## src/rtl/core/rla_pkg.sv

```systemverilog
// ----------------------------------------------------------------------------
// rla_pkg
// Shared types, command codes and character constants of the radix literal
// accumulator.
// ----------------------------------------------------------------------------
`default_nettype none

package rla_pkg;

   localparam int DEF_VALUE_BITS = 64;
   localparam int CMD_BITS       = 2;
   localparam int CHAR_BITS      = 21;
   localparam int RADIX_BITS     = 2;
   localparam int FACTOR_BITS    = 64;
   localparam int OUT_BITS       = 64;
   localparam int ERR_BITS       = 2;
   localparam int WSEL_BITS      = 2;
   localparam int DIGIT_BITS     = 4;

   // multiply runs over the factor one chunk at a time, top chunk first
   localparam int CHUNK_BITS = 16;
   localparam int MUL_STEPS  = FACTOR_BITS / CHUNK_BITS;
   localparam int STEP_BITS  = $clog2(MUL_STEPS);

   localparam int QUEUE_DEPTH = 2;
   localparam int QPTR_BITS   = $clog2(QUEUE_DEPTH);

   typedef logic [CMD_BITS-1:0]   cmd_type;
   typedef logic [RADIX_BITS-1:0] radix_type;
   typedef logic [ERR_BITS-1:0]   err_type;
   typedef logic [WSEL_BITS-1:0]  wsel_type;

   localparam cmd_type CMD_CLEAR  = 2'd0;
   localparam cmd_type CMD_DIGIT  = 2'd1;
   localparam cmd_type CMD_MUL    = 2'd2;
   localparam cmd_type CMD_NEGATE = 2'd3;

   localparam radix_type RADIX_BIN = 2'd0;
   localparam radix_type RADIX_OCT = 2'd1;
   localparam radix_type RADIX_DEC = 2'd2;
   localparam radix_type RADIX_HEX = 2'd3;

   localparam err_type ERR_NONE  = 2'd0;
   localparam err_type ERR_DIGIT = 2'd1;
   localparam err_type ERR_RANGE = 2'd2;

   localparam wsel_type WSEL_8  = 2'd0;
   localparam wsel_type WSEL_32 = 2'd1;
   localparam wsel_type WSEL_64 = 2'd2;

   localparam logic [CHAR_BITS-1:0] CH_ZERO    = 21'h30;
   localparam logic [CHAR_BITS-1:0] CH_ONE     = 21'h31;
   localparam logic [CHAR_BITS-1:0] CH_SEVEN   = 21'h37;
   localparam logic [CHAR_BITS-1:0] CH_NINE    = 21'h39;
   localparam logic [CHAR_BITS-1:0] CH_UPPER_A = 21'h41;
   localparam logic [CHAR_BITS-1:0] CH_UPPER_F = 21'h46;
   localparam logic [CHAR_BITS-1:0] CH_LOWER_A = 21'h61;
   localparam logic [CHAR_BITS-1:0] CH_LOWER_F = 21'h66;

   // a classified word as it waits between front and back
   typedef struct packed {
      cmd_type                 command;
      logic                    digit_ok;
      logic [DIGIT_BITS-1:0]   digit;
      radix_type               radix_select;
      logic [FACTOR_BITS-1:0]  factor;
   } entry_type;

endpackage

`default_nettype wire

```

## src/rtl/core/rla_front.sv

```systemverilog
// ----------------------------------------------------------------------------
// rla_front
// Accepts request words and classifies the character against the radix.
// ----------------------------------------------------------------------------
`default_nettype none

module rla_front (
   input  wire logic                          req_valid,
   output logic                               req_ready,
   input  wire rla_pkg::cmd_type              req_command,
   input  wire logic [rla_pkg::CHAR_BITS-1:0] req_character,
   input  wire rla_pkg::radix_type            req_radix_select,
   input  wire logic [rla_pkg::FACTOR_BITS-1:0] req_factor,
   input  wire logic                          q_full,
   output logic                               push_valid,
   output rla_pkg::entry_type                 push_entry
);
   import rla_pkg::*;

   logic                  is_num;
   logic                  is_upper;
   logic                  is_lower;
   logic                  ok;
   logic [DIGIT_BITS-1:0] num_val;
   logic [DIGIT_BITS-1:0] upper_val;
   logic [DIGIT_BITS-1:0] lower_val;
   logic [DIGIT_BITS-1:0] dval;

   assign is_num   = (req_character >= CH_ZERO)    && (req_character <= CH_NINE);
   assign is_upper = (req_character >= CH_UPPER_A) && (req_character <= CH_UPPER_F);
   assign is_lower = (req_character >= CH_LOWER_A) && (req_character <= CH_LOWER_F);

   assign num_val   = DIGIT_BITS'(req_character - CH_ZERO);
   assign upper_val = DIGIT_BITS'(req_character - CH_UPPER_A + 21'd10);
   assign lower_val = DIGIT_BITS'(req_character - CH_LOWER_A + 21'd10);

   always_comb begin
      dval = num_val;
      unique case (req_radix_select)
         RADIX_BIN: begin
            ok = (req_character >= CH_ZERO) && (req_character <= CH_ONE);
         end
         RADIX_OCT: begin
            ok = (req_character >= CH_ZERO) && (req_character <= CH_SEVEN);
         end
         RADIX_DEC: begin
            ok = is_num;
         end
         default: begin
            ok = is_num || is_upper || is_lower;
            if (is_upper) begin
               dval = upper_val;
            end else if (is_lower) begin
               dval = lower_val;
            end
         end
      endcase
   end

   assign req_ready  = !q_full;
   assign push_valid = req_valid && !q_full;

   always_comb begin
      push_entry.command      = req_command;
      push_entry.digit_ok     = ok;
      push_entry.digit        = dval;
      push_entry.radix_select = req_radix_select;
      push_entry.factor       = req_factor;
   end

endmodule

`default_nettype wire

```

## src/rtl/core/rla_queue.sv

```systemverilog
// ----------------------------------------------------------------------------
// rla_queue
// Short queue of classified words between front and back.
// ----------------------------------------------------------------------------
`default_nettype none

module rla_queue (
   input  wire logic               clock,
   input  wire logic               reset,
   input  wire logic               push_valid,
   input  wire rla_pkg::entry_type push_entry,
   output logic                    q_full,
   output logic                    q_valid,
   output rla_pkg::entry_type      q_entry,
   input  wire logic               q_pop
);
   import rla_pkg::*;

   entry_type              mem_ff [QUEUE_DEPTH];
   logic [QPTR_BITS-1:0]   wr_ptr_ff, wr_ptr_in;
   logic [QPTR_BITS-1:0]   rd_ptr_ff, rd_ptr_in;
   logic [QPTR_BITS:0]     count_ff, count_in;
   logic                   do_push;
   logic                   do_pop;

   assign q_full  = (count_ff == (QPTR_BITS+1)'(QUEUE_DEPTH));
   assign q_valid = (count_ff != '0);
   assign q_entry = mem_ff[rd_ptr_ff];

   assign do_push = push_valid && !q_full;
   assign do_pop  = q_pop && q_valid;

   always_comb begin
      wr_ptr_in = do_push ? wr_ptr_ff + 1'b1 : wr_ptr_ff;
      rd_ptr_in = do_pop  ? rd_ptr_ff + 1'b1 : rd_ptr_ff;
      count_in  = count_ff;
      if (do_push && !do_pop) begin
         count_in = count_ff + 1'b1;
      end else if (do_pop && !do_push) begin
         count_in = count_ff - 1'b1;
      end
   end

   always_ff @(posedge clock) begin
      if (reset) begin
         wr_ptr_ff <= '0;
         rd_ptr_ff <= '0;
         count_ff  <= '0;
      end else begin
         wr_ptr_ff <= wr_ptr_in;
         rd_ptr_ff <= rd_ptr_in;
         count_ff  <= count_in;
      end
   end

   always_ff @(posedge clock) begin
      if (do_push) begin
         mem_ff[wr_ptr_ff] <= push_entry;
      end
   end

endmodule

`default_nettype wire

```

## src/rtl/core/rla_back.sv

```systemverilog
// ----------------------------------------------------------------------------
// rla_back
// Executes queued words against the accumulator and registers the result.
// ----------------------------------------------------------------------------
`default_nettype none

module rla_back #(
   parameter int VALUE_BITS = rla_pkg::DEF_VALUE_BITS
) (
   input  wire logic                         clock,
   input  wire logic                         reset,
   input  wire logic                         q_valid,
   input  wire rla_pkg::entry_type           q_entry,
   output logic                              q_pop,
   input  wire rla_pkg::wsel_type            width_select,
   output logic                              rsp_valid,
   input  wire logic                         rsp_ready,
   output logic [rla_pkg::OUT_BITS-1:0]      rsp_value,
   output rla_pkg::err_type                  rsp_error_code
);
   import rla_pkg::*;

   localparam int PW = VALUE_BITS + FACTOR_BITS;
   localparam int SW = VALUE_BITS + 4;
   localparam int MW = VALUE_BITS + CHUNK_BITS;
   localparam logic [6:0] VB7 = 7'(VALUE_BITS);
   localparam logic [VALUE_BITS-1:0] ONES = '1;
   localparam logic [STEP_BITS-1:0] LAST_STEP = STEP_BITS'(MUL_STEPS - 1);

   logic [VALUE_BITS-1:0] acc_ff, acc_in;
   logic [PW-1:0]         prod_ff, prod_in;
   logic [STEP_BITS-1:0]  step_ff, step_in;
   logic                  busy_ff, busy_in;
   logic                  done_ff, done_in;
   logic                  out_valid_ff, out_valid_in;
   logic [OUT_BITS-1:0]   out_value_ff, out_value_in;
   err_type               out_err_ff, out_err_in;

   logic [6:0]            w_raw;
   logic [6:0]            w_eff;
   logic [VALUE_BITS-1:0] mask;
   logic [VALUE_BITS-1:0] msb;
   logic                  over_max;
   logic [SW-1:0]         acc_ext;
   logic [SW-1:0]         scaled;
   logic [SW-1:0]         dsum;
   logic                  dig_ovf;
   logic                  mul_ovf;
   logic [CHUNK_BITS-1:0] chunk;
   logic [MW-1:0]         partial;
   logic                  out_free;
   logic                  is_mul;
   logic                  fire;
   err_type               err;

   always_comb begin
      unique case (width_select)
         WSEL_8:  w_raw = 7'd8;
         WSEL_32: w_raw = 7'd32;
         default: w_raw = 7'd64;
      endcase
   end

   assign w_eff    = (w_raw > VB7) ? VB7 : w_raw;
   assign mask     = ONES >> (VB7 - w_eff);
   assign msb      = mask & ~(mask >> 1);
   assign over_max = |(acc_ff & ~mask);

   // digit step: acc*radix + digit, exact in four extra bits
   assign acc_ext = SW'(acc_ff);
   always_comb begin
      unique case (q_entry.radix_select)
         RADIX_BIN: scaled = acc_ext << 1;
         RADIX_OCT: scaled = acc_ext << 3;
         RADIX_DEC: scaled = (acc_ext << 3) + (acc_ext << 1);
         default:   scaled = acc_ext << 4;
      endcase
   end
   assign dsum    = scaled + SW'(q_entry.digit);
   assign dig_ovf = |(dsum & ~SW'(mask));

   // multiply-accumulate over factor chunks, most significant first
   assign chunk   = q_entry.factor[(LAST_STEP - step_ff)*CHUNK_BITS +: CHUNK_BITS];
   assign partial = MW'(acc_ff) * MW'(chunk);
   assign mul_ovf = |(prod_ff & ~PW'(mask));

   assign is_mul   = (q_entry.command == CMD_MUL);
   assign out_free = !out_valid_ff || rsp_ready;
   assign fire     = q_valid && out_free && (!is_mul || done_ff);
   assign q_pop    = fire;

   always_comb begin
      acc_in       = acc_ff;
      prod_in      = prod_ff;
      step_in      = step_ff;
      busy_in      = busy_ff;
      done_in      = done_ff;
      out_valid_in = out_free ? 1'b0 : out_valid_ff;
      out_value_in = out_value_ff;
      out_err_in   = out_err_ff;
      err          = ERR_NONE;

      if (busy_ff) begin
         prod_in = (prod_ff << CHUNK_BITS) + PW'(partial);
         step_in = step_ff + 1'b1;
         if (step_ff == LAST_STEP) begin
            busy_in = 1'b0;
            done_in = 1'b1;
         end
      end else if (q_valid && is_mul && !done_ff) begin
         busy_in = 1'b1;
         step_in = '0;
         prod_in = '0;
      end

      if (fire) begin
         unique case (q_entry.command)
            CMD_CLEAR: begin
               acc_in = '0;
            end
            CMD_DIGIT: begin
               if (!q_entry.digit_ok) begin
                  err = ERR_DIGIT;
               end else if (dig_ovf) begin
                  err = ERR_RANGE;
               end else begin
                  acc_in = dsum[VALUE_BITS-1:0];
               end
            end
            CMD_MUL: begin
               done_in = 1'b0;
               if (mul_ovf) begin
                  err = ERR_RANGE;
               end else begin
                  acc_in = prod_ff[VALUE_BITS-1:0];
               end
            end
            default: begin
               if (over_max || (acc_ff == msb)) begin
                  err = ERR_RANGE;
               end else begin
                  acc_in = (-acc_ff) & mask;
               end
            end
         endcase
         out_valid_in = 1'b1;
         out_value_in = OUT_BITS'(acc_in);
         out_err_in   = err;
      end
   end

   always_ff @(posedge clock) begin
      if (reset) begin
         acc_ff       <= '0;
         step_ff      <= '0;
         busy_ff      <= 1'b0;
         done_ff      <= 1'b0;
         out_valid_ff <= 1'b0;
      end else begin
         acc_ff       <= acc_in;
         step_ff      <= step_in;
         busy_ff      <= busy_in;
         done_ff      <= done_in;
         out_valid_ff <= out_valid_in;
      end
   end

   always_ff @(posedge clock) begin
      prod_ff      <= prod_in;
      out_value_ff <= out_value_in;
      out_err_ff   <= out_err_in;
   end

   assign rsp_valid      = out_valid_ff;
   assign rsp_value      = out_value_ff;
   assign rsp_error_code = out_err_ff;

endmodule

`default_nettype wire

```

## src/rtl/core/radix_literal_accumulator.sv

```systemverilog
// ----------------------------------------------------------------------------
// radix_literal_accumulator
// Builds an unsigned literal from character codes, one word per command:
// clear, enter digit (radix 2, 8, 10 or 16), multiply by a 64-bit factor and
// negate, each bounded by the 8, 32 or 64 bit width set in csr_width_select
// (reset 64). Every request word gives one response word with the
// accumulator value and an error code; a bad digit or an out-of-range result
// keeps the accumulator. Clear, digit and negate words run at one per cycle
// while the response is not stalled; a multiply holds the execute stage as
// it clears the product register, runs four multiply-accumulate steps of a
// 64x16 multiplier over the factor and does the range check and write-back.
// A request word passes through the queue and its result through the output
// register. A two-word queue separates request acceptance from execution,
// and the response sits in an output register so a new word can be taken
// while a result waits.
// ----------------------------------------------------------------------------
`default_nettype none

module radix_literal_accumulator #(
   parameter int VALUE_BITS = rla_pkg::DEF_VALUE_BITS
) (
   input  wire logic                            clock,
   input  wire logic                            reset,
   input  wire logic                            req_valid,
   output logic                                 req_ready,
   input  wire logic [rla_pkg::CMD_BITS-1:0]    req_command,
   input  wire logic [rla_pkg::CHAR_BITS-1:0]   req_character,
   input  wire logic [rla_pkg::RADIX_BITS-1:0]  req_radix_select,
   input  wire logic [rla_pkg::FACTOR_BITS-1:0] req_factor,
   output logic                                 rsp_valid,
   input  wire logic                            rsp_ready,
   output logic [rla_pkg::OUT_BITS-1:0]         rsp_value,
   output logic [rla_pkg::ERR_BITS-1:0]         rsp_error_code,
   input  wire logic                            csr_valid,
   output logic                                 csr_ready,
   input  wire logic [rla_pkg::WSEL_BITS-1:0]   csr_width_select
);
   import rla_pkg::*;

   wsel_type  width_ff, width_in;
   logic      push_valid;
   entry_type push_entry;
   logic      q_full;
   logic      q_valid;
   entry_type q_entry;
   logic      q_pop;

   assign csr_ready = 1'b1;
   assign width_in  = csr_valid ? csr_width_select : width_ff;

   always_ff @(posedge clock) begin
      if (reset) begin
         width_ff <= WSEL_64;
      end else begin
         width_ff <= width_in;
      end
   end

   rla_front u_front (
      .req_valid        (req_valid),
      .req_ready        (req_ready),
      .req_command      (req_command),
      .req_character    (req_character),
      .req_radix_select (req_radix_select),
      .req_factor       (req_factor),
      .q_full           (q_full),
      .push_valid       (push_valid),
      .push_entry       (push_entry)
   );

   rla_queue u_queue (
      .clock      (clock),
      .reset      (reset),
      .push_valid (push_valid),
      .push_entry (push_entry),
      .q_full     (q_full),
      .q_valid    (q_valid),
      .q_entry    (q_entry),
      .q_pop      (q_pop)
   );

   rla_back #(
      .VALUE_BITS (VALUE_BITS)
   ) u_back (
      .clock          (clock),
      .reset          (reset),
      .q_valid        (q_valid),
      .q_entry        (q_entry),
      .q_pop          (q_pop),
      .width_select   (width_ff),
      .rsp_valid      (rsp_valid),
      .rsp_ready      (rsp_ready),
      .rsp_value      (rsp_value),
      .rsp_error_code (rsp_error_code)
   );

endmodule

`default_nettype wire

```

## config.mk

```make
export PLATFORM = sky130hd
export DESIGN_NAME = radix_literal_accumulator
export DESIGN_NICKNAME = d
export VERILOG_FILES = /design/src/rtl/core/rla_pkg.sv /design/src/rtl/core/rla_front.sv /design/src/rtl/core/rla_queue.sv /design/src/rtl/core/rla_back.sv /design/src/rtl/core/radix_literal_accumulator.sv
export SDC_FILE = /design/constraint.sdc
export NUM_CORES = 2
export LEC_CHECK = 0
export BUFFER_PORTS_ARGS = -buffer_cell sky130_fd_sc_hd__buf_2
export CAP_MARGIN = 20
export CORE_ASPECT_RATIO = 0.8
export CORE_MARGIN = 8
export CORE_UTILIZATION = 40
export CTS_CLUSTER_SIZE = 40
export DETAILED_ROUTE_END_ITERATION = 10
export PLACE_DENSITY = 0.61
export SYNTH_ARGS = -nofsm -noshare
export SYNTH_HDL_FRONTEND = slang
export SYNTH_SLANG_ARGS = --single-unit
```

## constraint.sdc

```tcl
create_clock -name clock -period 14.2 [get_ports clock]
set_input_delay 1.42 -clock clock [delete_from_list [all_inputs] [get_ports clock]]
set_output_delay 1.42 -clock clock [all_outputs]
set_load 0.02 [all_outputs]
```

==> qor.csv <==
metric,value,unit
Hold Crit Start,u_queue.rd_ptr_ff$_SDFFE_PP0P_,
Register Area,0.01174,mm^2
Non-Filler Instances,9298,
status,finished clean,
Crit Path Class,register to register,
Worst Path Required,14.60,ns
total CTS buffers,50,
WL final,221400,um
startpoint types,register,
Final setup viols,0,
Initial Util,40.16,%
CP most frequent cell,fa_1,
FF-to-FF path depth,29,
worst hold endpoint,u_queue.rd_ptr_ff$_SDFFE_PP0P_,
Post-CTS Setup Repair Bufs,0,
P&R area growth vs syn,6.709,%
"EDFF count, synth",340,
vias in the first global route,53986,
"Hold Violations, Final",0,
Mapped Area,0.06285,mm^2
Avg Inst Size Synth,8.631,um^2
largest net degree at the start of global routing,106,
area of the multi-input gates,0.04476,mm^2
RD Place Congestion,0.9379,
clock latency on the worst-skew pair,0.68,ns
via-per-instance ratio,5.761,
Rel. slew slack,25.19,%
Cells after Synth,7282,
reg-to-reg endpoint,u_back.prod_ff[127]$_SDFFCE_PN0P_,
Final nets,8411,
area of the core,0.1565,mm^2
CP arrival,11.67,ns
CTS-repair resized insts,0,
initial antenna violation count,6,
die area,0.1701,mm^2
die width,459.2,um
Filler cells,15476,
CP peak stage delay,0.81,ns
Clock transition at path regs,0.06,ns
1st-pass router iterations,7,
"slowest stage cell, crit path",dfxtp_1,
placed wire-length estimate,171100,um
global-route wire length before repair,341200,um
placed instance count,9200,
GRT Total Usage,25.84,%
share of cells above drive strength 1,7.143,%
Worst Hold Class,register to register,
Fin Clk Skew,0.06495,ns
prevailing post-synth register cell,edfxtp_1,
Rows,130,
crit end category,register,
Util after Layout,42.86,%
H-tree levels,2,
"Net Count, Synth",8552,
Overflow after GRT,0,
FF-to-FF Start,u_back.step_ff[0]$_SDFFE_PP0P_,
synth warn,0,
Root Buffer,clkbuf_16,
crit path max fanout,47,
final hold slack,0.5267,ns
internal reg-to-reg setup slack,2.93,ns
DRC,0,
hold path depth,2,
RSZ-0062 raised after global routing,false,
post-layout min period,11.27,ns
slew of the pin with the lowest slew margin,1.121,ns
setup_tns,0,ns
CTS tree,built,
fraction of registers with async set/reset,0,%
CTS Buffer Depth,3,
hold-fix buffers at CTS,0,
Port Buf Inserts,163,
post-route ant nets,0,
routed via count,53563,
CTS Sinks,416,
Die Y,370.5,um
Yosys reg bits,416,
MaxCap Viol Count,0,
Avg WL per Cell,23.81,um
io pins,165,
fin crit share,79.37,%
DRC marker count from the first detailed-route iteration,5717,
"Seq/Total Area, Yosys",18.67,%
synth unique cells,109,
Max Freq,88.72,MHz
max-slew violations,0,
==> how the worst max path moves through the flow <==
| stage | from | end | depth (start not counted) |
|---|---|---|---|
| 2_1_floorplan | register | u_back.prod_ff[92]$_SDFFCE_PN0P_ | 37 |
| 3_3_place_gp | u_back.step_ff[0]$_SDFFE_PP0P_ | u_back.prod_ff[127]$_SDFFCE_PN0P_ | 29 |
| 3_5_place_dp | u_back.step_ff[0]$_SDFFE_PP0P_ | u_back.prod_ff[127]$_SDFFCE_PN0P_ | 29 |
| 4_1_cts | u_back.step_ff[0]$_SDFFE_PP0P_ | u_back.prod_ff[127]$_SDFFCE_PN0P_ | 29 |
| 5_1_grt | u_back.step_ff[0]$_SDFFE_PP0P_ | u_back.prod_ff[127]$_SDFFCE_PN0P_ | 29 |
| 6_report | u_back.step_ff[0]$_SDFFE_PP0P_ | u_back.prod_ff[127]$_SDFFCE_PN0P_ | 29 |
==> critical path, delay by kind of cell, from the launching register on <==
family                   cells  cell delay [ns]
AO/OA/AOI/OAI                7             2.31
multiplexers                 2             1.09
XOR/XNOR                     1             0.13
flip-flops                   1             0.81
adder cells (fa/ha/maj)      7             3.74
AND/OR/NAND/NOR              8             1.60
buffers and inverters        4             1.23
==> state kept, by name, summed over array words and instances (netlist names), named ones only <==
signal and cells:
u_queue.mem_ff 146, u_back.prod_ff 128, u_back.acc_ff 64, u_back.rsp_value 64, u_back.rsp_error_code 2, u_back.step_ff 2
u_queue.count_ff 2, width_ff 2, u_back.busy_ff 1, u_back.done_ff 1, u_back.rsp_valid 1, u_queue.rd_ptr_ff 1
u_queue.wr_ptr_ff 1
==> logic make-up (layout without fill, tap and decap cells) <==
group / count (synthesis) / in the layout / synth area share (%)
XOR/XNOR: 197 / 197 / 2.745
adder cells (fa/ha/maj): 1174 / 1174 / 34.51
multiplexers: 99 / 99 / 2.353
flip-flops: 416 / 416 / 18.67
AO/OA/AOI/OAI: 1222 / 1222 / 12.76
other: 1 / 5 / 0.005967
buffers and inverters: 1696 / 1596 / 10.38
AND/OR/NAND/NOR: 2477 / 2477 / 18.59
==> cell usage after synthesis, types with 22 or more instances <==
cell type,n,area (um^2)
inv_1,1205,4523
nand2_1,987,3705
fa_1,932,18660
nor2_1,536,2012
clkbuf_1,397,1490
edfxtp_1,340,10210
a21oi_1,336,1682
ha_1,242,3028
o21ai_0,242,1211
and2_1,209,1308
nand3_1,129,645.6
nor3_1,113,565.5
xnor2_1,104,910.9
a21o_1,99,743.2
xor2_1,93,814.5
nor4_1,83,519.3
nand4_1,82,513.0
and3_1,80,500.5
dfxtp_1,76,1521
nand2b_1,61,381.6
a221oi_1,56,490.5
a31oi_1,53,331.6
a311oi_1,48,420.4
nor2b_1,41,256.5
or3_1,40,250.2
mux2i_1,39,390.4
o21a_1,37,277.8
o21ai_1,37,185.2
mux4_2,35,788.3
buf_2,34,170.2
o211ai_1,30,225.2
a211oi_1,28,210.2
clkinv_1,24,90.09
o31ai_1,24,180.2
o21bai_1,23,172.7
mux2_2,22,247.7
==> through the flow <==
stage	area, um^2	setup WS [ns]
finish	67060	2.929
global route	67050	2.534
CTS	67050	2.990
detailed placement	65410	3.101
global placement	65400	3.208
floorplan	62850	4.101
==> cells in the final DEF (no fill, tap or decap), types with 48 or more instances in the layout <==
| cell type | n |
|---|---|
| a21o_1 | 99 |
| a21oi_1 | 336 |
| a221oi_1 | 56 |
| a311oi_1 | 48 |
| a31oi_1 | 53 |
| and2_1 | 209 |
| and3_1 | 79 |
| buf_2 | 164 |
| buf_4 | 110 |
| clkbuf_16 | 50 |
| dfxtp_1 | 74 |
| edfxtp_1 | 340 |
| fa_1 | 932 |
| ha_1 | 242 |
| inv_1 | 1204 |
| nand2_1 | 987 |
| nand2b_1 | 61 |
| nand3_1 | 128 |
| nand4_1 | 82 |
| nor2_1 | 531 |
| nor3_1 | 112 |
| nor4_1 | 82 |
| o21ai_0 | 240 |
| xnor2_1 | 104 |
| xor2_1 | 93 |
==> metal layers <==
metal	routed length (um)	track usage [%]
met1	96010	37.38
met2	89130	36.23
met3	30530	10.06
met4	5718	6.034
met5	34	0
==> cell type report <==
| type | count | area share (%) |
|---|---|---|
| well taps | 2112 | 3.940 |
| repair buffers | 274 | 2.455 |
| flip-flops and latches | 416 | 17.50 |
| inverters | 1229 | 6.890 |
| clock inverters | 31 | 0.4869 |
| clock buffers | 62 | 1.963 |
| diodes | 4 | 0.01493 |
| multi-input cells | 5170 | 66.75 |
Power is not shown: default switching activity piles up to over one toggle a cycle in this logic, so the estimate is an artifact.
